**config.mk**
```make
export PLATFORM = sky130hd
export DESIGN_NAME = cmap_li_div
export DESIGN_NICKNAME = d
export VERILOG_FILES = /design/src/rtl/cmap_li_pkg.sv /design/src/rtl/cmap_li_div.sv
export SDC_FILE = /design/constraint.sdc
export NUM_CORES = 1
export LEC_CHECK = 0
export BUFFER_PORTS_ARGS = -buffer_cell sky130_fd_sc_hd__buf_2
export CORE_UTILIZATION = 30
export CTS_BUF_LIST = sky130_fd_sc_hd__clkbuf_2 sky130_fd_sc_hd__clkbuf_4 sky130_fd_sc_hd__clkbuf_8
export CTS_CLUSTER_DIAMETER = 120
export DETAILED_ROUTE_END_ITERATION = 6
export PLACE_DENSITY = 0.56
export RECOVER_POWER = 100
export SLEW_MARGIN = 30
export SYNTH_ARGS = -nofsm -noshare
export SYNTH_HDL_FRONTEND = slang
export SYNTH_SLANG_ARGS = --single-unit
```
**constraint.sdc**
```tcl
create_clock -name clock -period 10.5 [get_ports clock]
set_input_delay 0 -clock clock [delete_from_list [all_inputs] [get_ports clock]]
set_output_delay 0 -clock clock [all_outputs]
set_load 0.02 [all_outputs]
```
**src/rtl/cmap_li_pkg.sv**
```systemverilog
`timescale 1ns / 1ps
// Shared types, constants and helpers for the colour gradient pipeline.
// No dependencies; every other file in rtl/ refers to it by scoped names.
package cmap_li_pkg;

   localparam int CHAN_W      = 8;
   localparam int N_CHAN      = 3;
   localparam int RGB_W       = N_CHAN * CHAN_W;
   localparam int POS_SHIFT   = 24;
   localparam int CSR_IDX_W   = 4;
   // quotient bits: eight result bits plus one saturation bit
   localparam int Q_W         = 9;
   localparam int DIV_STAGES  = 3;
   localparam int DIV_STEPS   = 3;
   // seg, three arithmetic, three divider, output
   localparam int N_STAGES    = 8;
   localparam int ST_SEG      = 0;
   localparam int ST_ARITH    = 1;
   localparam int ST_DIV      = 4;
   localparam int ST_OUT      = 7;

   localparam logic [RGB_W-1:0] WHITE_RGB = '1;

   // element 0 is red, 1 green, 2 blue
   typedef logic [N_CHAN-1:0][CHAN_W-1:0] rgb_type;

   typedef logic [N_STAGES-1:0] stage_en_type;

   typedef struct packed {
      logic              err;
      logic              zero;
      logic              use_cb;
      logic [CHAN_W-1:0] cb;
   } chan_tag_type;

   // width of the signed blend numerator for a given fraction width
   function automatic int num_w(input int frac_bits);
      return frac_bits + 12;
   endfunction

   // register colour field is red 23..16, green 15..8, blue 7..0
   function automatic rgb_type reg_colour(input logic [RGB_W-1:0] f);
      rgb_type c;
      c[0] = f[23:16];
      c[1] = f[15:8];
      c[2] = f[7:0];
      return c;
   endfunction

endpackage

```
**src/rtl/cmap_li_div.sv**
```systemverilog
`timescale 1ns / 1ps
// Saturating restoring divider for one channel, three quotient bits a stage.
// Depends on cmap_li_pkg.
module cmap_li_div #(
   parameter int NW = 28,
   parameter int DW = 17
) (
   input  logic                      clock,
   input  logic [2:0]                en,
   input  logic [NW-1:0]             rem_i,
   input  logic [DW-1:0]             d_i,
   input  cmap_li_pkg::chan_tag_type tag_i,
   output logic [cmap_li_pkg::CHAN_W-1:0] val_o,
   output logic                      err_o
);

   localparam int NS = cmap_li_pkg::DIV_STAGES;
   localparam int QW = cmap_li_pkg::Q_W;

   logic [NW-1:0]             rem_ff [NS];
   logic [QW-1:0]             q_ff   [NS];
   logic [DW-1:0]             d_ff   [NS];
   cmap_li_pkg::chan_tag_type tag_ff [NS];

   logic [NW-1:0]             rem_src [NS];
   logic [QW-1:0]             q_src   [NS];
   logic [DW-1:0]             d_src   [NS];
   cmap_li_pkg::chan_tag_type tag_src [NS];

   logic [NW-1:0]             rem_in  [NS];
   logic [QW-1:0]             q_in    [NS];

   for (genvar s = 0; s < NS; s++) begin : g_stage
      if (s == 0) begin : g_first
         assign rem_src[s] = rem_i;
         assign q_src[s]   = '0;
         assign d_src[s]   = d_i;
         assign tag_src[s] = tag_i;
      end else begin : g_next
         assign rem_src[s] = rem_ff[s-1];
         assign q_src[s]   = q_ff[s-1];
         assign d_src[s]   = d_ff[s-1];
         assign tag_src[s] = tag_ff[s-1];
      end

      always_comb begin
         logic [NW-1:0] r;
         logic [QW-1:0] q;
         logic [NW-1:0] dsh;
         int            k;
         r = rem_src[s];
         q = q_src[s];
         for (int j = 0; j < cmap_li_pkg::DIV_STEPS; j++) begin
            k   = QW - 1 - s * cmap_li_pkg::DIV_STEPS - j;
            dsh = NW'(d_src[s]) << k;
            if (r >= dsh) begin
               r    = r - dsh;
               q[k] = 1'b1;
            end
         end
         rem_in[s] = r;
         q_in[s]   = q;
      end

      always_ff @(posedge clock) begin
         if (en[s]) begin
            rem_ff[s] <= rem_in[s];
            q_ff[s]   <= q_in[s];
            d_ff[s]   <= d_src[s];
            tag_ff[s] <= tag_src[s];
         end
      end
   end

   // top quotient bit set means the quotient reached 256: clamp to full scale
   always_comb begin
      if (tag_ff[NS-1].zero) begin
         val_o = '0;
      end else if (tag_ff[NS-1].use_cb) begin
         val_o = tag_ff[NS-1].cb;
      end else if (q_ff[NS-1][QW-1]) begin
         val_o = '1;
      end else begin
         val_o = q_ff[NS-1][cmap_li_pkg::CHAN_W-1:0];
      end
   end

   assign err_o = tag_ff[NS-1].err;

endmodule

```
==> Yosys cells after proc, flatten, opt, wreduce, memory -nomap -nowiden <==
Memory sizes are Yosys's and may differ from the RTL's.
Cells that the tools add are included.
{ "classes": {"add_sub_neg": 9, "n_lt_le_gt_ge": 9, "n_mux": 27} }
{ "op_table": {"columns": ["cell", "n"], "rows": [
  ["$mux 28", 9],
  ["$ge 28x17->1", 1],
  ["$ge 28x18->1", 1],
  ["$ge 28x19->1", 1],
  ["$ge 28x20->1", 1],
  ["$ge 28x21->1", 1],
  ["$ge 28x22->1", 1],
  ["$ge 28x23->1", 1],
  ["$ge 28x24->1", 1],
  ["$ge 28x25->1", 1],
  ["$sub 28x17->28", 1],
  ["$sub 28x18->28", 1],
  ["$sub 28x19->28", 1],
  ["$sub 28x20->28", 1],
  ["$sub 28x21->28", 1],
  ["$sub 28x22->28", 1],
  ["$sub 28x23->28", 1],
  ["$sub 28x24->28", 1],
  ["$sub 28x25->28", 1],
  ["$mux 8", 3],
  ["$mux 1", 15]
]} }
{ "word_totals": {"ff_bits": 0, "ram_bits": 195, "input_bits": 60, "output_inout_bits": 9, "wordCells": 49, "n_memories": 4} }
{ "mem_list": {"columns": ["name", "depth", "word_bits", "rd", "rd_ports_with_merged_regs", "wr", "line", "text"], "rows": [
  ["rem_ff", 3, 28, 2, 0, 3, "cmap_li_div.sv:20", "logic [NW-1:0] rem_ff [NS];"],
  ["d_ff", 3, 17, 2, 0, 3, "cmap_li_div.sv:22", "logic [DW-1:0] d_ff [NS];"],
  ["tag_ff", 3, 11, 3, 0, 3, "cmap_li_div.sv:23", "cmap_li_pkg::chan_tag_type tag_ff [NS];"],
  ["q_ff", 3, 9, 3, 0, 3, "cmap_li_div.sv:21", "logic [QW-1:0] q_ff [NS];"]
]} }

==> Depth between registers and ports, before layout <==
An unclocked memory read counts as a cell.
{ "logic_depth": {"ltp_word": 7, "mapped_depth": 42, "depth_no_buf": 38} }

==> Least setup slack after synthesis <==
OpenSTA, ideal clock, no wires.
{ "synth_timing": {"kind": "register -> register", "startpoint": "mem rem_ff[0][21]", "endpoint": "mem rem_ff[1][12] (netlist: rem_ff[0][40]), data pin", "setup_time_ps": 260, "t_arrival_ps": 8506, "required_ps": 10240, "slack_ps": 1734, "path_stages_with_launch": 38, "path_buffers": 6, "period_less_slack_ps": 8766, "path_cell_list": "edfxtp_1 > ha_1 > buf_2 > a211o_1 > or3_1 > nor4_2 > and2_1 > buf_4 > inv_4 > buf_4 > clkbuf_1 > nand2_1 > nand2_1 > ha_1 > a211oi_1 > o21ai_0 > a31oi_1 > o32ai_1 > (+2 left out) > nand2b_1 > nor2_1 > buf_2 > clkinv_1 > mux2_2 > ha_1 > a21o_1 > a21o_1 > a21o_1 > a21o_1 > a211o_1 > a221oi_1 > o21ai_0 > o41ai_1 > nand3_2 > nor2_4 > buf_6 > mux2_2"} }
{ "synth_rtl": {"columns": ["item", "line"], "rows": [
  ["from (decl)", "cmap_li_div.sv:20"]
]} }

==> metrics.csv <==
stage,metric,value,unit
setup_path,Worst Setup EP,rem_ff[0][38],
run,max cap viols,2,
placed_design,gpl congestion,0.8911,
global_route,initial antenna violation count,0,
synthesis,post-synthesis sequential area ratio,28.93,%
setup_path,CP arrival,10.19,ns
setup_path,reg2reg setup slack,0.53,ns
synthesis,count of cell types in the netlist,95,
global_route,gr usage total,15.64,%
clocking,Sink Count,141,
setup_path,CP dominant cell by count,a21o_1,
synthesis,main flop type after synthesis,edfxtp_1,
timing,final setup TNS,0,ns
global_route,global routing met2 resource utilization,28.34,%
timing,Worst slew margin,-129.2,%
timing,Worst-Margin Slew,3.437,ns
final_layout,layout cell share with drive strength beyond 1,9.696,%
synthesis,most frequent cells after synthesis,"153 x ha_1, 141 x edfxtp_1, 127 x nand2_1",
timing,Max Freq,100.3,MHz
timing,worst-case clock skew,0.01680,ns
detailed_routing,ANT nets after route,0,
status,status,finished with violations,
timing,unrepaired setup endpoints after global routing,false,
setup_path,CP endpoint kind,flip-flop,
setup_path,CP required,10.72,ns
floorplan,Core Area,47950,um^2
timing,setup violators final,0,
global_route,first-pass GRT wire length,62.07,mm
final_layout,# nets final,1951,
clocking,clk buf depth,2,
final_layout,Ant. Diodes,0,
synthesis,Mapped Nets,1854,
setup_path,Critical-path top delay cell,o41ai_1,
setup_path,max incr delay on CP,0.74,ns
clocking,clk_lat worst skew,0.48,ns
synthesis,Post-synth EDFFs,141,
detailed_routing,DRC,0,
synthesis,Yosys warnings,0,
timing,final hold violation count,0,
global_route,met3 Resource Use GR,1.686,%
clocking,CTS tree,built,
synthesis,Cells after Synth,1633,
floorplan,die area,49670,um^2
timing,"Slew Viols, Final",123,
synthesis,post-synthesis register bit count,141,
timing,Tcrit/Tclk final,94.92,%
clocking,"CTS clk-pin slew, worst paths",0.09,ns
synthesis,Avg Inst Size Synth,8.961,um^2
setup_path,crit-path max FO,23,
setup_path,Critical Path Start Type,flip-flop,
clocking,total CTS buffers,17,
detailed_routing,DR WL/cell,16.28,um
floorplan,# rows,80,
detailed_routing,overall routed net length,38.39,mm
timing,Final min period,9.966,ns
global_route,GRT overflow,0,
synthesis,Synth area leader,edfxtp_1,
global_route,met1 Use GR,19.22,%
final_layout,Filler Cell Count,4870,
detailed_routing,Initial DRT Pass Iterations,5,
detailed_routing,Initial DRC Count,593,
synthesis,"count leader, synth",ha_1,
placed_design,PortBufs,68,
global_route,GRT Max-Usage Layer,met2,
clocking,CTS Root Cell,clkbuf_8,
synthesis,Syn Std Cell Area,14630,um^2
setup_path,WS Path Type,reg2reg,
global_route,pin count of the biggest net entering global routing,63,
global_route,vias in the first global route,12198,
status,failing checks,"max-capacitance violations, max-slew violations",
detailed_routing,detail-routed via count per cell,5.234,
placed_design,DP HPWL,31.29,mm
synthesis,"Async S/R FF share, synth",0,%
detailed_routing,via count,12341,
clocking,htree depth,4,
setup_path,worst reg2reg path startpoint,d_ff[0][16],
setup_path,r2r worst-path depth,32,
setup_path,Crit. Startpoint,d_ff[0][16],
floorplan,DIE HEIGHT,222.9,um
synthesis,top cell type's share of synthesized area,28.93,%
floorplan,Initial Utilization,30.52,%
setup_path,FF-to-FF End,rem_ff[0][38],
floorplan,io pins,69,
synthesis,leading post-synthesis cells by cell area,"edfxtp_1 29%, ha_1 13%, xnor2_1 5.4%, a21oi_1 4.3%, o21ai_0 4.3%",
floorplan,die width,222.9,um
worst_hold_path,Hold WC Path Type,in2reg,
final_layout,Syn-to-layout area delta,11.25,%
-- routing by layer --
| layer | wire (um) | up-vias |
|---|---|---|
| li1 | - | 6299 |
| met1 | 17660 | 5753 |
| met2 | 18940 | 250 |
| met3 | 1125 | 39 |
| met4 | 669 | 0 |
| met5 | 0 | - |
-- placed cells by master (no fill, tap or decap), types with 11 or more instances in the layout --
master,synthesis,final
nor3_1,25,25
a21o_1,72,72
nand4_1,19,19
or3_1,12,12
xnor2_1,90,90
nor4_1,15,17
o211ai_1,17,17
nand2_1,127,127
dlygate4sd3_1,0,36
a211oi_1,12,12
buf_2,6,38
nand2b_1,22,22
or2_2,12,11
o21a_1,27,27
nand3_1,37,37
clkbuf_8,0,17
clkbuf_1,17,33
edfxtp_1,141,141
mux2_2,53,52
inv_1,113,113
ha_1,153,153
a21oi_1,125,125
and2_1,13,12
and3_1,16,16
o21bai_1,17,17
nor2b_1,21,21
xor2_1,39,39
o21ai_0,125,125
nor2_1,109,109
o31ai_1,12,12
-- worst min-delay path by stage --
stage,start,end,slack [ns],cells past startpoint
floorplan,d_i[0],d_ff[0][0],0.1,0
global placement,tag_i[4],tag_ff[0][4],0.18,1
detailed placement,tag_i[5],tag_ff[0][5],0.18,1
CTS,rem_i[16],rem_ff[0][16],0.14,4
global route,rem_i[16],rem_ff[0][16],0.18,4
finish,rem_i[26],rem_ff[0][26],0.18,4
-- registers in the layout, indices dropped and copies added, names as in the netlist --
signal	flops
rem_ff	56
d_ff	34
tag_ff	33
q_ff	18
-- layout make-up --
type | count | area (um^2) | area share [%]
clock buffers | 17 | 234.0 | 1.437
clock inverters | 15 | 150.1 | 0.9222
inverters | 116 | 437.9 | 2.690
multi-input cells | 1341 | 9738 | 59.81
flip-flops and latches | 141 | 4234 | 26.01
well taps | 615 | 769.5 | 4.726
repair buffers | 113 | 716.9 | 4.404
-- worst max-delay path: cells and delay by family (launching register included) --
kind                       cells  cell delay, ns
AOI/OAI and AO/OA             15            4.27
and+or+nand+nor                9            2.48
adders and majority gates      3            1.19
muxes                          2            0.80
buffers and inverters          3            0.54
DFF                            1            0.40
-- kinds of logic after synthesis --
group / share of synthesized area [%]
adders and majority gates: 14.18
xor gates and xnor gates: 7.721
AOI/OAI and AO/OA: 23.06
and+or+nand+nor: 16.45
buffers and inverters: 4.284
muxes: 5.378
DFF: 28.93
-- repair_timing --
action	4_1_cts	5_1_grt
endpoints found under the hold margin	55	0
hold buffers	36	0
gates resized for setup	0	1
setup endpoints to repair	0	16
buffers inserted	0	0
-- stage by stage --
step	hold WS, ns	area (um^2)	util, %	cells	worst slack, ns
5_1_grt	0.1806	16280	33.96	2358	0.04601
4_1_cts	0.1352	16380	34.15	2358	0.5026
6_report	0.1830	16280	33.96	2358	0.5337
3_3_place_gp	0.1759	15630	32.60	2290	0.6430
3_5_place_dp	0.1788	15630	32.60	2290	0.5416
2_1_floorplan	0.09887	14630	-	1633	1.734
Power is left out: the tool's default activity adds up to more than one toggle a clock period on the data nets, which glitch-free logic cannot reach.
