## src/rtl/cmap_li_pkg.sv

```systemverilog
`timescale 1ns / 1ps
// Shared types, constants and helpers for the colour gradient pipeline.
// No dependencies; every other file in rtl/ refers to it by scoped names.
package cmap_li_pkg;

   localparam int CHAN_W      = 8;
   localparam int N_CHAN      = 3;
   localparam int RGB_W       = N_CHAN * CHAN_W;
   localparam int POS_SHIFT   = 24;
   localparam int CSR_IDX_W   = 4;
   // quotient bits: eight result bits plus one saturation bit
   localparam int Q_W         = 9;
   localparam int DIV_STAGES  = 3;
   localparam int DIV_STEPS   = 3;
   // seg, three arithmetic, three divider, output
   localparam int N_STAGES    = 8;
   localparam int ST_SEG      = 0;
   localparam int ST_ARITH    = 1;
   localparam int ST_DIV      = 4;
   localparam int ST_OUT      = 7;

   localparam logic [RGB_W-1:0] WHITE_RGB = '1;

   // element 0 is red, 1 green, 2 blue
   typedef logic [N_CHAN-1:0][CHAN_W-1:0] rgb_type;

   typedef logic [N_STAGES-1:0] stage_en_type;

   typedef struct packed {
      logic              err;
      logic              zero;
      logic              use_cb;
      logic [CHAN_W-1:0] cb;
   } chan_tag_type;

   // width of the signed blend numerator for a given fraction width
   function automatic int num_w(input int frac_bits);
      return frac_bits + 12;
   endfunction

   // register colour field is red 23..16, green 15..8, blue 7..0
   function automatic rgb_type reg_colour(input logic [RGB_W-1:0] f);
      rgb_type c;
      c[0] = f[23:16];
      c[1] = f[15:8];
      c[2] = f[7:0];
      return c;
   endfunction

endpackage

```

## src/rtl/cmap_li_arith.sv

```systemverilog
`timescale 1ns / 1ps
// Blend arithmetic: differences, weighted sums and magnitudes, three stages.
// Depends on cmap_li_pkg.
module cmap_li_arith #(
   parameter int FRAC_BITS = 16
) (
   input  logic                         clock,
   input  logic [2:0]                   en,
   input  logic [FRAC_BITS:0]           x_i,
   input  logic [FRAC_BITS:0]           pa_i,
   input  logic [FRAC_BITS:0]           pb_i,
   input  cmap_li_pkg::rgb_type         ca_i,
   input  cmap_li_pkg::rgb_type         cb_i,
   input  logic                         err_i,
   output logic [cmap_li_pkg::N_CHAN-1:0][cmap_li_pkg::num_w(FRAC_BITS)-1:0] mag_n_ff,
   output logic [FRAC_BITS:0]           mag_d_ff,
   output cmap_li_pkg::chan_tag_type [cmap_li_pkg::N_CHAN-1:0] tag_ff
);

   localparam int PW  = FRAC_BITS + 1;
   localparam int DW  = PW + 1;
   localparam int PRW = DW + 9;
   localparam int NW  = cmap_li_pkg::num_w(FRAC_BITS);
   localparam int NC  = cmap_li_pkg::N_CHAN;

   // stage A: position differences
   logic signed [DW-1:0] dxa_in, dxb_in, den_a_in;
   logic signed [DW-1:0] dxa_ff, dxb_ff, den_a_ff;
   cmap_li_pkg::rgb_type ca_a_ff, cb_a_ff;
   logic                 err_a_ff;

   // stage B: weighted numerators
   logic signed [NW-1:0] num_in [NC];
   logic signed [NW-1:0] num_ff [NC];
   logic signed [DW-1:0] den_b_ff;
   cmap_li_pkg::rgb_type cb_b_ff;
   logic                 err_b_ff;

   // stage C: magnitudes and flags
   logic [NC-1:0][NW-1:0]                        mag_n_in;
   logic [PW-1:0]                                mag_d_in;
   cmap_li_pkg::chan_tag_type [NC-1:0]           tag_in;

   assign dxa_in   = $signed({1'b0, x_i})  - $signed({1'b0, pa_i});
   assign dxb_in   = $signed({1'b0, pb_i}) - $signed({1'b0, x_i});
   assign den_a_in = $signed({1'b0, pb_i}) - $signed({1'b0, pa_i});

   always_ff @(posedge clock) begin
      if (en[0]) begin
         dxa_ff   <= dxa_in;
         dxb_ff   <= dxb_in;
         den_a_ff <= den_a_in;
         ca_a_ff  <= ca_i;
         cb_a_ff  <= cb_i;
         err_a_ff <= err_i;
      end
   end

   always_comb begin
      logic signed [PRW-1:0] prod_a;
      logic signed [PRW-1:0] prod_b;
      for (int c = 0; c < NC; c++) begin
         prod_a    = $signed({1'b0, cb_a_ff[c]}) * dxa_ff;
         prod_b    = $signed({1'b0, ca_a_ff[c]}) * dxb_ff;
         num_in[c] = NW'(prod_a) + NW'(prod_b);
      end
   end

   always_ff @(posedge clock) begin
      if (en[1]) begin
         for (int c = 0; c < NC; c++) begin
            num_ff[c] <= num_in[c];
         end
         den_b_ff <= den_a_ff;
         cb_b_ff  <= cb_a_ff;
         err_b_ff <= err_a_ff;
      end
   end

   // quotient sign from operand signs; a zero width hands over point b
   always_comb begin
      logic [NW-1:0] nb;
      logic [DW-1:0] db;
      logic [DW-1:0] dm;
      logic          dz;
      db       = den_b_ff;
      dm       = db[DW-1] ? (~db + DW'(1)) : db;
      mag_d_in = dm[PW-1:0];
      dz       = (db == '0);
      for (int c = 0; c < NC; c++) begin
         nb                 = num_ff[c];
         mag_n_in[c]        = nb[NW-1] ? (~nb + NW'(1)) : nb;
         tag_in[c].err      = err_b_ff;
         tag_in[c].zero     = err_b_ff | (!dz & (nb[NW-1] ^ db[DW-1]));
         tag_in[c].use_cb   = dz;
         tag_in[c].cb       = cb_b_ff[c];
      end
   end

   always_ff @(posedge clock) begin
      if (en[2]) begin
         mag_n_ff <= mag_n_in;
         mag_d_ff <= mag_d_in;
         tag_ff   <= tag_in;
      end
   end

endmodule

```

## config.mk

```make
export PLATFORM = sky130hd
export DESIGN_NAME = cmap_li_arith
export DESIGN_NICKNAME = d
export VERILOG_FILES = /design/src/rtl/cmap_li_pkg.sv /design/src/rtl/cmap_li_arith.sv
export SDC_FILE = /design/constraint.sdc
export NUM_CORES = 2
export LEC_CHECK = 0
export BUFFER_PORTS_ARGS = -buffer_cell sky130_fd_sc_hd__buf_2
export CAP_MARGIN = 20
export CORE_UTILIZATION = 51
export CTS_CLUSTER_DIAMETER = 30
export CTS_CLUSTER_SIZE = 16
export DETAILED_ROUTE_END_ITERATION = 16
export PLACE_DENSITY = 0.7
export SYNTH_ARGS = -nofsm -noshare
export SYNTH_HDL_FRONTEND = slang
export SYNTH_SLANG_ARGS = --single-unit
```

## constraint.sdc

```tcl
create_clock -name clock -period 5.8 [get_ports clock]
set_input_delay 0.87 -clock clock [delete_from_list [all_inputs] [get_ports clock]]
set_output_delay 0.87 -clock clock [all_outputs]
set_load 0.05 [all_outputs]
```

Word level (Yosys, flattened, before mapping)
Memory sizes are Yosys's and may differ from the RTL's.
Index checks and enable logic that the tools add are counted.
{"block": "totals", "out_inout_bits": 134, "register_bits": 276, "wordCells": 68, "mem_bits_rw": 84, "n_memories": 1}
{"memory": "num_ff", "words": 3, "word_bits": 28, "read_ports": 3, "rd_ports_with_merged_regs": 0, "write_ports": 3, "line": "cmap_li_arith.sv:34", "source": "logic signed [NW-1:0] num_ff [NC];"}
{"block": "classes", "mul": 6, "addsub": 10, "reduce_logical": 2, "n_mux": 6, "bitwise_logic": 13}
{"op": "9-bit by 18-bit multiplier with 27-bit output", "n": 6}
{"op": "27-bit by 27-bit adder with 28-bit output", "n": 3}
{"op": "28-bit by 1-bit adder with 28-bit output (second input constant)", "n": 3}
{"op": "28-bit inverter", "n": 3}
{"op": "27-bit two-way mux", "n": 3}
{"op": "17-bit by 17-bit subtractor with 18-bit output", "n": 3}
{"op": "18-bit logical NOT", "n": 1}
{"op": "17-bit by 1-bit adder with 17-bit output (second input constant)", "n": 1}
{"op": "17-bit two-way mux", "n": 1}
{"op": "17-bit inverter", "n": 1}
{"op": "1-bit bitwise AND", "n": 3}
{"op": "1-bit OR", "n": 3}
{"op": "1-bit XOR", "n": 3}
{"op": "1-bit two-way mux", "n": 2}
{"op": "1-bit logical NOT", "n": 1}

Logic depth before layout (Yosys ltp)
{"block": "depth", "ltp_word": 4, "ltp_mapped": 24, "ltp_nobuf": 21}

Least setup slack after synthesis
No wires, ideal clock.
{"block": "synth_path", "kind": "flip-flop to flip-flop", "from": "register ca_a_ff[16] (netlist name)", "to": "memory num_ff[0][81] (netlist name) (data pin)", "stages_incl_launch_ff": 22, "slack_ns": -0.386, "setup_ns": 0.266, "path_buffers": 2, "t_arrival_ns": 5.920, "period_less_slack_ns": 6.186, "path_cell_list": "edfxtp_1 > clkbuf_1 > clkbuf_1 > nand2_1 > fa_1 > inv_1 > fa_1 > fa_1 > fa_1 > fa_1 > inv_1 > fa_1 > inv_1 > ha_1 > a21o_1 > a21o_1 > a221o_1 > a31oi_1 > o21ai_0 > a2111oi_0 > nor3_1 > xor2_1"}
{"item": "from (decl)", "line": "cmap_li_arith.sv:29", "source": "cmap_li_pkg::rgb_type ca_a_ff, cb_a_ff;"}
{"item": "from (signal assigned)", "line": "cmap_li_arith.sv:53", "source": "ca_a_ff <= ca_i;"}
{"item": "to (decl)", "line": "cmap_li_arith.sv:34"}

==> metrics.csv <==
metric,value,unit
status,"finished, violations left",
violations,setup timing,
fin_crit_sh,1.057,
fin_crit,6.128,ns
grt_pass1_vias,35740,
antenna_left,0,
r2r_slack,-0.33,ns
async_flop_share,0,
synth_area,46670,µm²
die_w,304.5,µm
max_cap_violations,0,
clock_latency,0.66,ns
cts_buffers,88,
skew,0.03523,ns
timing.rr.start,dxb_ff[10],
synth_nets,5862,
finalSetupViolations,27,
hpwl,91460,µm
yosys.cell_types.count,60,
syn_inst,4581,
clockBufferDepth,3,
initial_core_util,0.5169,
crit_path_end_kind,flop,
grt_antenna_before_repair,14,
cp.arrival,6.53,ns
crit_family,adder cells,
rsz0062_at_grt,true,
max_slew_margin,0.2948,
grt-ovfl-total,0,
max_stage_delay,0.57,ns
cts_tree,yes,
drc,0,
grt_pass1_wl,185300,µm
utilization,0.6433,
dp.cells,6216,
synthFlopType,edfxtp_1,
grt_max_degree,83,
mostFrequentLayoutCells,"inv_1, fa_1, nand2_1",
core-area,90290,µm²
avgRoutedWirePerCell,18.26,µm
yosys_warnings,0,
r2r_end,num_ff[0][52],
boundaryPins,238,
path_cells,"buf_4, clkbuf_16, buf_4, nand2_2, fa_1, inv_1, fa_1, fa_1, fa_2, fa_1, inv_2, fa_1, inv_2, ha_4, a211o_1, a21oi_2, o21a_1, nand2_2, a221o_1, a21o_1, a21oi_2, xnor2_1",
endpoint,num_ff[0][52],
dieArea,92710,µm²
cp_max_fo,5,
firstDrtPassIters,6,
path_buf_inv,6,
critPathSlowestCell,fa_1,
drv_slew,0,
dieHeight,304.5,µm
synth_seq_cells,360,
hold_path_class,input pin to flop,
nets,6549,
vias,34050,
vias_per_cell,5.228,
port_buffers,237,
reg2reg_depth,22,
postSynthAreaPerCell,10.19,µm²
gp_congestion,0.9118,
row_count,110,
drive_gt1_frac,0.2268,
worst_slew_pin_slew,1.058,ns
drtIter0Drc,2188,
critical_path_class,flop to flop,
clkSinkCount,360,
routed_wl,119000,µm
seq_area_frac_synth,0.2317,
fmax,163.2,MHz
grtUsageTotal,0.2569,
synth_edf_count,360,
hold_buffers,0,
clk_pin_slew,0.05,ns
final_common_cell,inv_1,
htree_levels,3,
critical_path_depth,22,
timing.final.ws_setup,-0.3278,ns
finalHoldViolCount,0,
crit_path_start,dxb_ff[10],
cts-root-buf,clkbuf_16,
areaGrowthSynthToFinish,24.47,%
stdcell_count,6514,
required,6.20,ns
cpMostUsedCell,fa_1,
cp-start-kind,flop,
-- cell type report --
| class | count | area (µm²) |
|---|---|---|
| sequential | 360 | 10810 |
| clock buffer | 95 | 2250 |
| inverter | 1102 | 4136 |
| tap | 1176 | 1471 |
| multi-input combinational | 2951 | 32430 |
| clock inverter | 62 | 734.5 |
| timing repair buffer | 765 | 6245 |
| fill | 6886 | 32200 |
| antenna | 3 | 7.507 |
-- sequential cells by signal (all words and copies together) (netlist names), 18 cells and up --
name / flops
den_b_ff: 18
dxb_ff: 18
dxa_ff: 18
cb_a_ff: 24
ca_a_ff: 24
tag_ff: 29
num_ff: 84
mag_n_ff: 84
cb_b_ff: 24
den_a_ff: 18
-- stage by stage --
step	setup WS [ns]	hold slack [ns]	setup TNS, ns	cell area (µm²)
after global routing	-0.4593	0.3647	-8.906	58080
after CTS	-0.1480	0.3481	-0.6305	56590
after global placement	-0.2066	0.4024	-2.183	52210
final	-0.3278	0.3897	-3.666	58080
after detailed placement	-0.3665	0.4045	-4.028	52210
after floorplan	-0.003653	0.4003	-0.006244	46790
-- logic make-up (layout without fill, tap and decap cells) --
group,Yosys count,count (layout),share of synthesized area
AO/OA/AOI/OAI,382,382,0.05400
XOR/XNOR,219,219,0.04110
adder cells (fa/ha/maj),1177,1177,0.4497
buffers and inverters,1270,2024,0.1025
flip-flops,360,360,0.2317
multiplexers,1,1,0.0002145
other,0,3,0
AND/OR/NAND/NOR,1172,1172,0.1208
-- metal layers --
layer / GRT usage / up-vias / part of all wire
met2: 0.4224 / 1276 / 0.48
met4: 0.09749 / 10 / 0.040
met5: 0 / - / 0.00054
met1: 0.3342 / 17090 / 0.40
met3: 0.05472 / 268 / 0.078
li1: - / 15410 / -
-- how the worst min path moves through the flow --
| stage | startpoint | end | slack, ns | cells after the start |
|---|---|---|---|---|
| 4_1_cts | cb_i[15] | cb_a_ff[15] | 0.35 | 1 |
| 3_5_place_dp | cb_b_ff[8] | tag_ff[11] | 0.40 | 0 |
| 3_3_place_gp | cb_b_ff[15] | tag_ff[18] | 0.40 | 0 |
| 2_1_floorplan | den_a_ff[0] | den_b_ff[0] | 0.40 | 0 |
| 5_1_grt | cb_i[7] | cb_a_ff[7] | 0.36 | 1 |
| 6_report | cb_i[15] | cb_a_ff[15] | 0.39 | 1 |
-- Yosys cell counts (all sizes together) (2+ instances only) --
cell / count / area [µm²]
inv: 1102 / 4136
fa: 834 / 16700
nand2: 604 / 2267
edfxtp: 360 / 10810
ha: 343 / 4292
and2: 335 / 2096
xnor2: 183 / 1603
clkbuf: 164 / 615.6
o21ai: 88 / 440.4
a21oi: 85 / 425.4
nor2: 70 / 262.8
a21o: 56 / 420.4
xor2: 36 / 315.3
nor3: 30 / 150.1
o31ai: 27 / 216.5
nand3: 23 / 115.1
nor2b: 19 / 118.9
o21a: 19 / 142.6
o41ai: 18 / 165.2
nand2b: 17 / 106.4
or3: 17 / 111.4
or4: 15 / 120.1
a211oi: 14 / 105.1
a31oi: 12 / 75.07
o21bai: 11 / 82.58
nor4: 10 / 62.56
a21boi: 8 / 60.06
and3: 8 / 50.05
nand4: 8 / 50.05
o211ai: 8 / 60.06
a211o: 6 / 52.55
a41oi: 5 / 43.79
or2: 5 / 31.28
buf: 4 / 30.03
o2111ai: 4 / 35.03
a2111oi: 3 / 26.28
a221oi: 3 / 26.28
and4: 3 / 26.28
o311ai: 3 / 26.28
a221o: 2 / 20.02
nor3b: 2 / 15.01
nor4b: 2 / 17.52
o2111a: 2 / 22.52
o31a: 2 / 17.52
or4b: 2 / 20.02
-- repair_timing --
item,CTS,global route
gates cloned,3,4
setup endpoints to repair,32,39
gates resized for setup,186,258
buffers inserted,75,65
pin swaps,128,185
endpoints found under the hold margin,0,0
Power is not shown: default switching activity piles up to over one toggle a cycle in this logic, so the estimate is an artifact.
