`config.mk`:
```
export PLATFORM = sky130hd
export DESIGN_NAME = cmap_li_seg
export DESIGN_NICKNAME = d
export VERILOG_FILES = /design/src/rtl/cmap_li_pkg.sv /design/src/rtl/cmap_li_seg.sv
export SDC_FILE = /design/constraint.sdc
export NUM_CORES = 1
export LEC_CHECK = 0
export BUFFER_PORTS_ARGS = -buffer_cell sky130_fd_sc_hd__buf_2
export CAP_MARGIN = 20
export CORE_AREA = 2 2 172 174
export DETAILED_ROUTE_END_ITERATION = 8
export DIE_AREA = 0 0 174 176
export PLACE_DENSITY = 0.65
export REMOVE_ABC_BUFFERS = 1
export SETUP_SLACK_MARGIN = 0.2
export SKIP_LAST_GASP = 1
export SLEW_MARGIN = 10
export SYNTH_ARGS = -nofsm -noshare
export SYNTH_HDL_FRONTEND = slang
export SYNTH_SLANG_ARGS = --single-unit
```
`constraint.sdc`:
```
create_clock -name clock -period 3.2 [get_ports clock]
set_clock_uncertainty 0.1 [all_clocks]
set_input_delay 0.48 -clock clock [delete_from_list [all_inputs] [get_ports clock]]
set_output_delay 0.48 -clock clock [all_outputs]
set_load 0.03 [all_outputs]
```
`src/rtl/cmap_li_pkg.sv`:
```
`timescale 1ns / 1ps
// Shared types, constants and helpers for the colour gradient pipeline.
// No dependencies; every other file in rtl/ refers to it by scoped names.
package cmap_li_pkg;

   localparam int CHAN_W      = 8;
   localparam int N_CHAN      = 3;
   localparam int RGB_W       = N_CHAN * CHAN_W;
   localparam int POS_SHIFT   = 24;
   localparam int CSR_IDX_W   = 4;
   // quotient bits: eight result bits plus one saturation bit
   localparam int Q_W         = 9;
   localparam int DIV_STAGES  = 3;
   localparam int DIV_STEPS   = 3;
   // seg, three arithmetic, three divider, output
   localparam int N_STAGES    = 8;
   localparam int ST_SEG      = 0;
   localparam int ST_ARITH    = 1;
   localparam int ST_DIV      = 4;
   localparam int ST_OUT      = 7;

   localparam logic [RGB_W-1:0] WHITE_RGB = '1;

   // element 0 is red, 1 green, 2 blue
   typedef logic [N_CHAN-1:0][CHAN_W-1:0] rgb_type;

   typedef logic [N_STAGES-1:0] stage_en_type;

   typedef struct packed {
      logic              err;
      logic              zero;
      logic              use_cb;
      logic [CHAN_W-1:0] cb;
   } chan_tag_type;

   // width of the signed blend numerator for a given fraction width
   function automatic int num_w(input int frac_bits);
      return frac_bits + 12;
   endfunction

   // register colour field is red 23..16, green 15..8, blue 7..0
   function automatic rgb_type reg_colour(input logic [RGB_W-1:0] f);
      rgb_type c;
      c[0] = f[23:16];
      c[1] = f[15:8];
      c[2] = f[7:0];
      return c;
   endfunction

endpackage

```
`src/rtl/cmap_li_seg.sv`:
```
`timescale 1ns / 1ps
// Segment search stage: picks the bracketing control points for a position.
// Depends on cmap_li_pkg.
module cmap_li_seg #(
   parameter int NUM_POINTS = 8,
   parameter int FRAC_BITS  = 16
) (
   input  logic                         clock,
   input  logic                         en,
   input  logic [FRAC_BITS:0]           x_i,
   input  logic [NUM_POINTS-1:0][cmap_li_pkg::POS_SHIFT+FRAC_BITS:0] points,
   output logic [FRAC_BITS:0]           x_ff,
   output logic [FRAC_BITS:0]           pa_ff,
   output logic [FRAC_BITS:0]           pb_ff,
   output cmap_li_pkg::rgb_type         ca_ff,
   output cmap_li_pkg::rgb_type         cb_ff,
   output logic                         err_ff
);

   localparam int PS = cmap_li_pkg::POS_SHIFT;
   localparam logic [FRAC_BITS:0] ONE_POS = {1'b1, {FRAC_BITS{1'b0}}};

   logic [FRAC_BITS:0]   pa_in;
   logic [FRAC_BITS:0]   pb_in;
   cmap_li_pkg::rgb_type ca_in;
   cmap_li_pkg::rgb_type cb_in;
   logic                 err_in;

   // first segment whose upper point is not below x, else the last one
   always_comb begin
      logic found;
      logic hit;
      pa_in = '0;
      pb_in = '0;
      ca_in = '0;
      cb_in = '0;
      found = 1'b0;
      for (int i = 0; i < NUM_POINTS - 1; i++) begin
         hit = (i == NUM_POINTS - 2) || (points[i+1][PS+FRAC_BITS:PS] >= x_i);
         if (hit && !found) begin
            pa_in = points[i][PS+FRAC_BITS:PS];
            pb_in = points[i+1][PS+FRAC_BITS:PS];
            ca_in = cmap_li_pkg::reg_colour(points[i][cmap_li_pkg::RGB_W-1:0]);
            cb_in = cmap_li_pkg::reg_colour(points[i+1][cmap_li_pkg::RGB_W-1:0]);
         end
         found = found | hit;
      end
      err_in = x_i > ONE_POS;
   end

   always_ff @(posedge clock) begin
      if (en) begin
         x_ff   <= x_i;
         pa_ff  <= pa_in;
         pb_ff  <= pb_in;
         ca_ff  <= ca_in;
         cb_ff  <= cb_in;
         err_ff <= err_in;
      end
   end

endmodule

```
Word level (Yosys, flattened, before mapping)
Index checks and enable logic that the tools add are counted.
{ "word_totals": {"ff_bits": 100, "latchBits": 0, "mem_bits_rw": 0, "rom_bits": 0, "wordCells": 60, "n_memories": 0} }
{ "op_classes": {"n_addsub": 0, "multipliers": 0, "div_mod_pow": 0, "magnitude_cmp": 7, "eq_ne": 0, "n_shift": 0, "mux": 28, "bitwise_logic": 5, "n_reduce_logical": 10} }
{ "op_table": {"columns": ["op", "n"], "rows": [
  ["$mux W24", 14],
  ["$mux W17", 14],
  ["$ge A17 B17 Y1", 6],
  ["$gt A17 B17 Y1 const B", 1],
  ["$logic_and A1 B1 Y1", 5],
  ["$logic_not A1 Y1", 5],
  ["$or A1 B1 Y1", 5]
]} }

Logic depth before layout (Yosys ltp)
Gate-level depths: netlist of the first run.
{ "depth": {"word_depth": 9, "mapped_depth": 13} }

Worst setup path after synthesis of the first run
OpenSTA, ideal clock, no wires.
{ "synth_timing": {"path_type": "in2reg", "start": "input x_i[3]", "end": "register pa_ff[15] (data pin)", "arrival_time_ps": 2940, "t_required_ps": 2840, "setup_slack_ps": -99, "stages": 13, "n_path_buf": 3, "path_cell_list": "inv_1 ha_1 a21o_1 a21oi_1 a31oi_1 o31a_1 or2_0 or4_1 clkbuf_1 or2_1 buf_4 buf_6 a2bb2oi_1"} }
{ "synth_between": {"elab_chain_cells": 9, "elab_cells_between_ends": 28, "classes_between": "6 x order compare; 7 x mux; 5 x bitwise; 10 x reduce/logical"} }
{ "synth_rtl": {"columns": ["element", "line", "rtl"], "rows": [
  ["from (decl)", "cmap_li_seg.sv:10", "input logic [FRAC_BITS:0] x_i,"],
  ["$ge A17 B17 Y1", "cmap_li_seg.sv:39", "hit = (i == NUM_POINTS - 2) || (points[i+1][PS+FRAC_BITS:PS] >= x_i);"],
  ["$logic_not A1 Y1 or $or A1 B1 Y1 (tied branches)", "cmap_li_seg.sv:40, cmap_li_seg.sv:46", null],
  ["$logic_and A1 B1 Y1, or another cell as far along", "cmap_li_seg.sv:40", "if (hit && !found) begin"],
  ["$mux W17, or another cell as far along (3 in a row)", "cmap_li_seg.sv:40", null],
  ["$mux W17 or $logic_and A1 B1 Y1 (tied branches)", "cmap_li_seg.sv:40", null],
  ["$mux W17", "cmap_li_seg.sv:40", null],
  ["$mux W17 (*)", "cmap_li_seg.sv:40", null],
  ["named net pa_in[15]", "cmap_li_seg.sv:23", "logic [FRAC_BITS:0] pa_in;"],
  ["to (signal assigned)", "cmap_li_seg.sv:54", "pa_ff <= pa_in;"],
  ["to (decl)", "cmap_li_seg.sv:13", "output logic [FRAC_BITS:0] pa_ff,"]
]} }
Mark *: on every way through the listed nets, which the timed path passes. The rest lies on a longest branch.
A chain may end at the register's enable or synchronous reset.

Worst setup path after layout of the first run
{ "layout_timing": {"start": "input x_i[3]", "end": "register pa_ff[8] (data pin)"} }
Same word-level chain as after synthesis.

==> results by group, run 1 <==
Outcome
  – Run status: finished clean

Drt
  – Iter 0 DRT Violations: 969
  – ANT nets after route: 0
  – WL/cell: about 24 um
  – Drt pass-1 iters: 5
  – Vias: 11485
  – WL final: 48100 um
  – Drt drc: 0
  – Vias/cell: 5.76

Timing
  – Least-Margin Pin Slew: 0.720 ns
  – Post-layout min period: about 3.1 ns
  – Setup ws final: around 0.14 ns
  – Tcrit/Tclk final: 0.957
  – RSZ-0062 raised after global routing: true
  – # setup viols final: 0
  – FMAX: 0.327 GHz
  – Setup TNS: 0 ns
  – Hold slack: 0.202 ns
  – Final Hold Viols: 0
  – Max Transition Viols Final: 0
  – Rel. slew slack: 0.516

Logic synthesis
  – Syn Area/Cell: 9.37 um^2
  – Seq cells post-synth: 100
  – Most used flip-flop cell after synthesis: edfxtp_1
  – Yosys cell types: 51
  – Yosys warns: 0
  – Cell area after synthesis: 0.00948 mm^2
  – Asr flop ratio synth: 0
  – EDFF count, synth: 100
  – Post-synthesis sequential area ratio: 0.317
  – Mapped Cells: 1012

Die
  – Die Width: 174 um
  – Die Y: 176 um
  – DIE AREA: 0.0306 mm^2
  – Cell Rows: 62
  – I/O pin count: 447
  – Core box area: roughly 0.029 mm^2
  – Starting density of the core: 0.332

Layout
  – Most frequent cells in the layout: buf_2, buf_4, edfxtp_1
  – Synthesis-to-finish area growth: 61.9%
  – Layout cells sized above 1: 0.497
  – Most common cell after layout, fill and taps aside: buf_2
  – Post-Layout Cell Count: 1993
  – # nets final: about 2000
  – Post-route cell area: between 0.015 and 0.02 mm^2

Placed design
  – Placed cell areas: between 0.01 and 0.015 mm^2
  – Pre-CTS setup slack: -0.706 ns
  – IO Port Bufs: between 400 and 500
  – Inst Count DP: roughly 1900
  – Placer congestion estimate: 0.957
  – DP HPWL: 33400 um

Critical path
  – Slowest cell delay on critical path: 0.49 ns
  – CP max stage cell: or4_4
  – Critical path's most frequent cell: or2_4
  – Critical setup path kind: input port to flop
  – CP required: about 3.2 ns
  – CP Cell Sequence: buf_8 -> inv_6 -> buf_4 -> ha_4 -> a21o_1 -> a21oi_2 -> a31oi_1 -> o31a_1 -> or2_4 -> or4_4 -> or2_4 -> buf_12 -> a2bb2oi_1
  – CP Capture Type: flop
  – Critical path startpoint category: input port
  – CP Max Fanout: 6
  – Critical Path AT: between 3 and 4 ns

GRT
  – Largest net degree at the start of global routing: 51
  – Initial antenna violation count: 7
  – Tot GR Track Use: 0.276
  – Total global routing overflow: 0
  – Vias in the first global route: 10754
  – First-pass GRT wire length: about 65000 um

Worst hold path
  – Hold Crit Class: input port to flop

Clock network
  – Post-cts hold buffer count: 0
  – Inserted Clock Buffers: 9
  – Clock Sinks: 100
  – Clock root buffer: clkbuf_16
  – CTS tree: done
  – CTS clk-pin slew, worst paths: about 0.08 ns
  – H-Tree Depth: 3
  – Clock buffer depth: 2

Power and ir drop
  – PD cells: 408 mW/mm^2
  – Leak: 7.13 nW
  – Peak supply drop: 0.237 mV

Job
  – Max Cap Viol: 0
==> flip-flops by register name (all words and copies together) (netlist names) <==
| signal | cells |
|---|---|
| ca_ff | 24 |
| cb_ff | 24 |
| err_ff | 1 |
| pa_ff | 17 |
| pb_ff | 17 |
| x_ff | 17 |
==> stage by stage <==
step                       util  power (W)
after floorplan               -    0.00344
after global placement    0.467    0.00446
after detailed placement  0.467    0.00450
after CTS                 0.501    0.00594
after global routing      0.538    0.00651
final                     0.538    0.00626
==> synth_stat cells, types with 2 or more instances <==
| cell | n | area share |
|---|---|---|
| ha_1 | 102 | 0.13 |
| edfxtp_1 | 100 | 0.32 |
| nor2_1 | 96 | 0.038 |
| mux2i_1 | 82 | 0.087 |
| nand2_1 | 76 | 0.030 |
| a211o_1 | 60 | 0.055 |
| clkbuf_1 | 60 | 0.024 |
| nand3_1 | 57 | 0.030 |
| o21ai_0 | 36 | 0.019 |
| a2bb2oi_1 | 35 | 0.032 |
| a21o_1 | 33 | 0.026 |
| a22oi_1 | 33 | 0.026 |
| a22o_1 | 32 | 0.030 |
| a21oi_1 | 29 | 0.015 |
| a221oi_1 | 28 | 0.026 |
| a221o_1 | 25 | 0.026 |
| inv_1 | 23 | 0.0091 |
| a211oi_1 | 12 | 0.0095 |
| buf_2 | 12 | 0.0063 |
| a31oi_1 | 10 | 0.0066 |
| nand4_1 | 9 | 0.0059 |
| buf_1 | 8 | 0.0032 |
| nor3_1 | 7 | 0.0037 |
| nor4_1 | 4 | 0.0026 |
| a2bb2oi_2 | 3 | 0.0048 |
| nand2b_1 | 3 | 0.0020 |
| nor2b_1 | 3 | 0.0020 |
| o21a_1 | 3 | 0.0024 |
| o31a_1 | 3 | 0.0028 |
| or4_1 | 3 | 0.0024 |
| and3_1 | 2 | 0.0013 |
| and4_1 | 2 | 0.0018 |
| o21ai_1 | 2 | 0.0011 |
| o31ai_1 | 2 | 0.0016 |
==> critical path: cells and delay by family <==
kind            cells  cell delay, ns
compound gates      5            0.84
buf+inv             4            0.41
fa+ha+maj           1            0.23
simple gates        3            1.10
==> repair_timing <==
item,4_1_cts,5_1_grt
resized for setup,71,127
setup endpoints to repair,82,82
pin swaps,15,59
buffers inserted,19,22
gates cloned,6,10
==> layer usage <==
metal | part of all wire | vias up | global-route usage
met4 | 0.029 | 6 | 0.0704
li1 | - | 5218 | -
met2 | 0.49 | 639 | 0.493
met3 | 0.081 | 92 | 0.0465
met1 | 0.40 | 5530 | 0.345
met5 | 0.00071 | - | 0
==> logic make-up (layout without fill, tap and decap cells) <==
kind of cell	after synthesis	after routing	share of synthesized area
mux	82	82	0.0866
compound gates	356	356	0.294
simple gates	267	267	0.124
fa+ha+maj	102	102	0.135
flops	100	100	0.317
buf+inv	105	698	0.0444
other cells	0	4	0
==> final timing paths <==
check                 cells after the start  endpoint  slack [ns]    from
worst min-delay path                      1   x_ff[2]        0.20  x_i[2]
worst max-delay path                     13  pa_ff[8]        0.14  x_i[3]
==> report_power, final <==
part / internal [W] / leakage (nW) / switching, W
clock network: 0.000623 / 0.152 / 0.000611
registers: 0.00171 / 0.978 / 0.0000679
logic: 0.00142 / 6.00 / 0.00183
==> final cells by class <==
class / count / area (um^2)
Inverter: 23 / 104
Fill cell: 2622 / 13200
Clock inverter: 7 / 81.3
Sequential cell: 100 / 3000
Clock buffer: 9 / 225
Multi-Input combinational cell: 807 / 6840
Timing Repair Buffer: 659 / 4610
Tap cell: 384 / 480
Antenna cell: 4 / 10.0
No activity file was read; power rests on OpenSTA's default activity.
==> run 2, diff against run 1 <==
BUFFER_PORTS_ARGS = -buffer_cell sky130_fd_sc_hd__buf_4   (was -buffer_cell sky130_fd_sc_hd__buf_2)
==> results by group, run 2 (synthesis results as in run 1) <==
Timing
  – Final Hold Viols: 0
  – Rel. slew slack: 0.437
  – Setup TNS: 0 ns
  – Post-layout min period: 3.09 ns
  – Max Transition Viols Final: 0
  – # setup viols final: 0
  – Tcrit/Tclk final: 0.966
  – FMAX: 0.324 GHz
  – RSZ-0062 raised after global routing: true
  – Least-Margin Pin Slew: 0.836 ns

Drt
  – Drt drc: 0
  – Vias: 11092
  – Vias/cell: around 5.7
  – Drt pass-1 iters: 7
  – WL final: 45500 um
  – ANT nets after route: 0
  – Iter 0 DRT Violations: 766
  – WL/cell: 23.3 um

Die
  – I/O pin count: 447
  – Die Width: 174 um
  – Starting density of the core: 0.332
  – Core box area: around 0.029 mm^2
  – Die Y: 176 um
  – Cell Rows: 62
  – DIE AREA: around 0.03 mm^2

Placed design
  – DP HPWL: 33800 um
  – Placed cell areas: 0.0143 mm^2
  – Inst Count DP: 1899
  – Placer congestion estimate: 0.941
  – IO Port Bufs: 446

GRT
  – Total global routing overflow: 0
  – Tot GR Track Use: 0.278
  – First-pass GRT wire length: 66100 um
  – Largest net degree at the start of global routing: 66
  – Vias in the first global route: 11121
  – Initial antenna violation count: 0

Layout
  – # nets final: 2009
  – Biggest regs: ca_ff x24, cb_ff x24
  – Fin util: 0.544
  – Fillers: roughly 2600
  – Area of the multi-input gates: 0.00653 mm^2
  – Synthesis-to-finish area growth: 63.9%
  – Layout cells sized above 1: 0.453
  – Most frequent cells in the layout: buf_4, edfxtp_1, nor2_1
  – Post-Layout Cell Count: 1948
  – Most common cell after layout, fill and taps aside: buf_4
  – Post-route cell area: 0.0155 mm^2
  – Storage element area: 0.00300 mm^2
  – Ant diodes: 0

Critical path
  – Critical Path AT: 3.08 ns
  – CP required: 3.19 ns
  – CP Capture Type: flop
  – CP Max Fanout: 7
  – Critical path startpoint category: input port
  – Critical setup path kind: input port to flop

Outcome
  – Run status: finished clean

Worst hold path
  – Hold wc startpoint: x_i[16]
  – Min-Delay Endpoint: x_ff[16]
  – Hold Crit Class: input port to flop
  – Hold path depth: 1

Clock network
  – Clock root buffer: clkbuf_16
  – Clock buffer depth: 2
  – CTS clk-pin slew, worst paths: 0.08 ns
  – CTS tree: done
  – Clock Sinks: 100
  – Inserted Clock Buffers: 9
  – H-Tree Depth: 3
  – Post-cts hold buffer count: 0

Power and ir drop
  – PD cells: 390 mW/mm^2
  – Clock share of power: 0.180
  – Comb pwr share: 0.525
  – NetSw: 0.00233 W
  – Overall Power: 0.00605 W
  – Share of power burned in registers: 0.295
  – Switching Share: 0.385
  – Design internal power: around 0.0037 W
  – Leak: between 7 and 8 nW
  – Peak supply drop: 0.339 mV

Job
  – Max Cap Viol: 0
==> run 2: cell count changes in the layout (fill, tap and decap cells not counted), moves of 7 or more <==
cell	change
buf_2	-438
buf_16	-7
ha_1	+8
ha_4	-7
a221oi_2	-15
buf_4	+418
a221oi_1	+15
==> run 2: metal layers <==
metal  global-route usage  wire (um)
met3               0.0500       3430
met4               0.0763       1230
met2                0.495      22600
met1                0.346      18200
met5                    0          0
==> run 2: through the flow <==
stage	hold WS (ns)	worst slack (ns)
after global routing	0.197	0.0544
after floorplan	0.479	-9.28
final	0.206	0.109
after CTS	0.198	0.201
after global placement	0.571	-0.422
after detailed placement	0.573	-0.495
==> run 2: area by class of cell <==
| type | instances | share of cell area |
|---|---|---|
| Tap cell | 384 | 0.0309 |
| Multi-Input combinational cell | 807 | 0.420 |
| Sequential cell | 100 | 0.193 |
| Clock inverter | 4 | 0.00177 |
| Timing Repair Buffer | 619 | 0.332 |
| Inverter | 23 | 0.00620 |
| Clock buffer | 11 | 0.0150 |
==> run 2: critical path: stages <==
cell,delay [ns]
buf_4,0.12
inv_1,0.09
ha_1,0.25
and4_1,0.25
nand4_1,0.17
a31oi_1,0.11
a211oi_2,0.23
o211ai_1,0.16
or4_4,0.60
or2_4,0.33
buf_12,0.17
a2bb2oi_1,0.12
==> run 2: timing repair <==
action,in CTS,in global routing
pin swaps,22,24
gates cloned,4,4
endpoints found under the setup margin,82,82
gates resized for setup,49,61
setup buffers,19,7
==> run 2: worst max-delay path by stage <==
stage | startpoint | to | slack [ns] | cells past startpoint
3_5_place_dp | x_i[4] | ca_ff[12] | -0.49 | 13
3_3_place_gp | x_i[10] | cb_ff[15] | -0.42 | 14
6_report | x_i[11] | pa_ff[9] | 0.11 | 12
2_1_floorplan | x_i[8] | pa_ff[1] | -9.28 | 10
5_1_grt | x_i[12] | cb_ff[2] | 0.05 | 13
4_1_cts | x_i[4] | pb_ff[0] | 0.20 | 14
==> run 2: power groups by stage <==
| stage | logic, W | clock network [W] | registers [W] |
|---|---|---|---|
| 3_3_place_gp | 0.00285 | 0 | 0.00182 |
| 4_1_cts | 0.00304 | 0.00111 | 0.00179 |
| 5_1_grt | 0.00338 | 0.00115 | 0.00181 |
| 2_1_floorplan | 0.00124 | 0 | 0.00220 |
| 3_5_place_dp | 0.00289 | 0 | 0.00181 |
| 6_report | 0.00318 | 0.00109 | 0.00179 |
==> run 3, diff against run 2 <==
PLACE_DENSITY = unset   (was 0.65)
PLACE_DENSITY_LB_ADDON = 0.1   (was unset)
==> results by group, run 3 (synthesis results as in run 1) <==
Outcome
  – Run status: finished clean

Timing
  – Post-layout min period: 3.09 ns
  – RSZ-0062 raised after global routing: true
  – Max Transition Viols Final: 0
  – # setup viols final: 0
  – Tcrit/Tclk final: 0.966
  – FMAX: 0.324 GHz
  – Setup TNS: 0 ns
  – Rel. slew slack: 0.433
  – Least-Margin Pin Slew: ~0.84 ns
  – Final Hold Viols: 0

Placed design
  – Placer congestion estimate: 0.867
  – IO Port Bufs: approximately 450
  – DP HPWL: 34000 um
  – Inst Count DP: 1907

Clock network
  – H-Tree Depth: 3
  – CTS clk-pin slew, worst paths: 0.08 ns
  – Post-cts hold buffer count: 0
  – CTS tree: done
  – Clock root buffer: clkbuf_16
  – Clock Sinks: 100
  – Inserted Clock Buffers: 9
  – Clock buffer depth: 2

Power and ir drop
  – Clock share of power: 0.203
  – Switching Share: 0.376
  – Peak supply drop: 0.275 mV
  – PD cells: 398 mW/mm^2
  – Comb pwr share: 0.513
  – Share of power burned in registers: 0.284
  – Leak: 7.18 nW
  – Design internal power: 0.00390 W
  – NetSw: 0.00235 W

Die
  – Cell Rows: 62
  – I/O pin count: 447
  – Die Width: roughly 170 um
  – DIE AREA: about 0.03 mm^2
  – Die Y: approximately 180 um
  – Starting density of the core: 0.332
  – Core box area: 0.0285 mm^2

Layout
  – Most common cell after layout, fill and taps aside: buf_4
  – Biggest regs: ca_ff x24, cb_ff x24
  – Layout cells sized above 1: 0.460
  – Post-Layout Cell Count: approximately 1900
  – # nets final: about 2000
  – Most frequent cells in the layout: buf_4, edfxtp_1, nor2_1
  – Synthesis-to-finish area growth: 65.5%

Drt
  – Drt pass-1 iters: 5
  – Drt drc: 0
  – Vias/cell: 5.63
  – ANT nets after route: 0
  – WL final: between 40000 and 50000 um
  – Vias: 10964
  – Iter 0 DRT Violations: 677
  – WL/cell: 23.1 um

Job
  – Max Cap Viol: 0

Critical path
  – CP required: 3.21 ns
  – CP Max Fanout: 7
  – Critical Path AT: 3.10 ns
  – Critical path startpoint category: input port
  – Critical setup path kind: input port to flop
  – CP Capture Type: flop
  – CP Launch Point: x_i[2]

GRT
  – Initial antenna violation count: 3
  – Largest net degree at the start of global routing: 62
  – Vias in the first global route: between 10000 and 15000
  – Total global routing overflow: 0
  – Tot GR Track Use: 0.278
  – First-pass GRT wire length: 65700 um

Worst hold path
  – Hold wc startpoint: x_i[16]
  – Hold Crit Class: input port to flop
[run 3: cell count changes in the layout (fill, tap and decap cells not counted), sizes merged]
cell,previous run,this run
bufinv,0,2
clkinvlp,3,4
bufbuf,2,0
diode,0,3
buf,614,610
clkbuf,14,15
[run 3: layout make-up]
type	count	area, um^2
repair buffers	616	5200
multi-input cells	807	6580
fillers	2688	12900
inverters	23	93.8
clock buffers	9	225
flip-flops and latches	100	3000
well taps	384	480
diodes	3	7.51
clock inverters	7	97.6
[run 3: metrics by stage]
step	total power (W)	util	instance area [um^2]	worst slack [ns]	hold slack, ns
2_1_floorplan	0.00344	-	9140	-9.28	0.479
3_3_place_gp	0.00469	0.504	14400	-0.445	0.570
3_5_place_dp	0.00472	0.504	14400	-0.431	0.571
4_1_cts	0.00611	0.530	15100	0.171	0.184
5_1_grt	0.00654	0.549	15700	0.0554	0.195
6_report	0.00625	0.549	15700	0.110	0.207
[run 3: power groups by stage]
stage                     clock network [W]  logic (W)  registers (W)
final                               0.00127    0.00321        0.00177
after global routing                0.00133    0.00342        0.00179
after CTS                           0.00130    0.00304        0.00178
after detailed placement                  0    0.00292        0.00180
after global placement                    0    0.00289        0.00180
after floorplan                           0    0.00124        0.00220
[run 3: worst paths after layout]
kind	to	cells after the start
setup / recovery	ca_ff[13]	17
hold / removal	x_ff[16]	1
[run 3: critical path: stages]
cell and delay (ns):
buf_8 0.08, clkinvlp_4 0.12, buf_12 0.15, ha_4 0.15
or4_4 0.48, a21oi_4 0.18, buf_6 0.13, o41ai_4 0.07
buf_4 0.15, a21oi_4 0.17, o21ai_4 0.08, buf_12 0.16
buf_12 0.15, buf_12 0.15, mux2i_2 0.19, a211o_1 0.15
nand3_1 0.07
[run 3: metal layers]
metal  wire length (um)  global-route usage  vias to the layer above  part of all wire
li1                   -                   -                     5113                 -
met1              19100               0.355                     5287              0.42
met2              22000               0.487                      503              0.49
met3               2980              0.0480                       61             0.066
met4                969              0.0742                        0             0.022
met5                  0                   0                        -                 0
[run 3: repair_timing]
item                                    CTS  global route
buffers inserted                          8             5
endpoints found under the setup margin   81            82
resized for setup                        62            75
cloned                                    4             6
pin swaps                                21            64
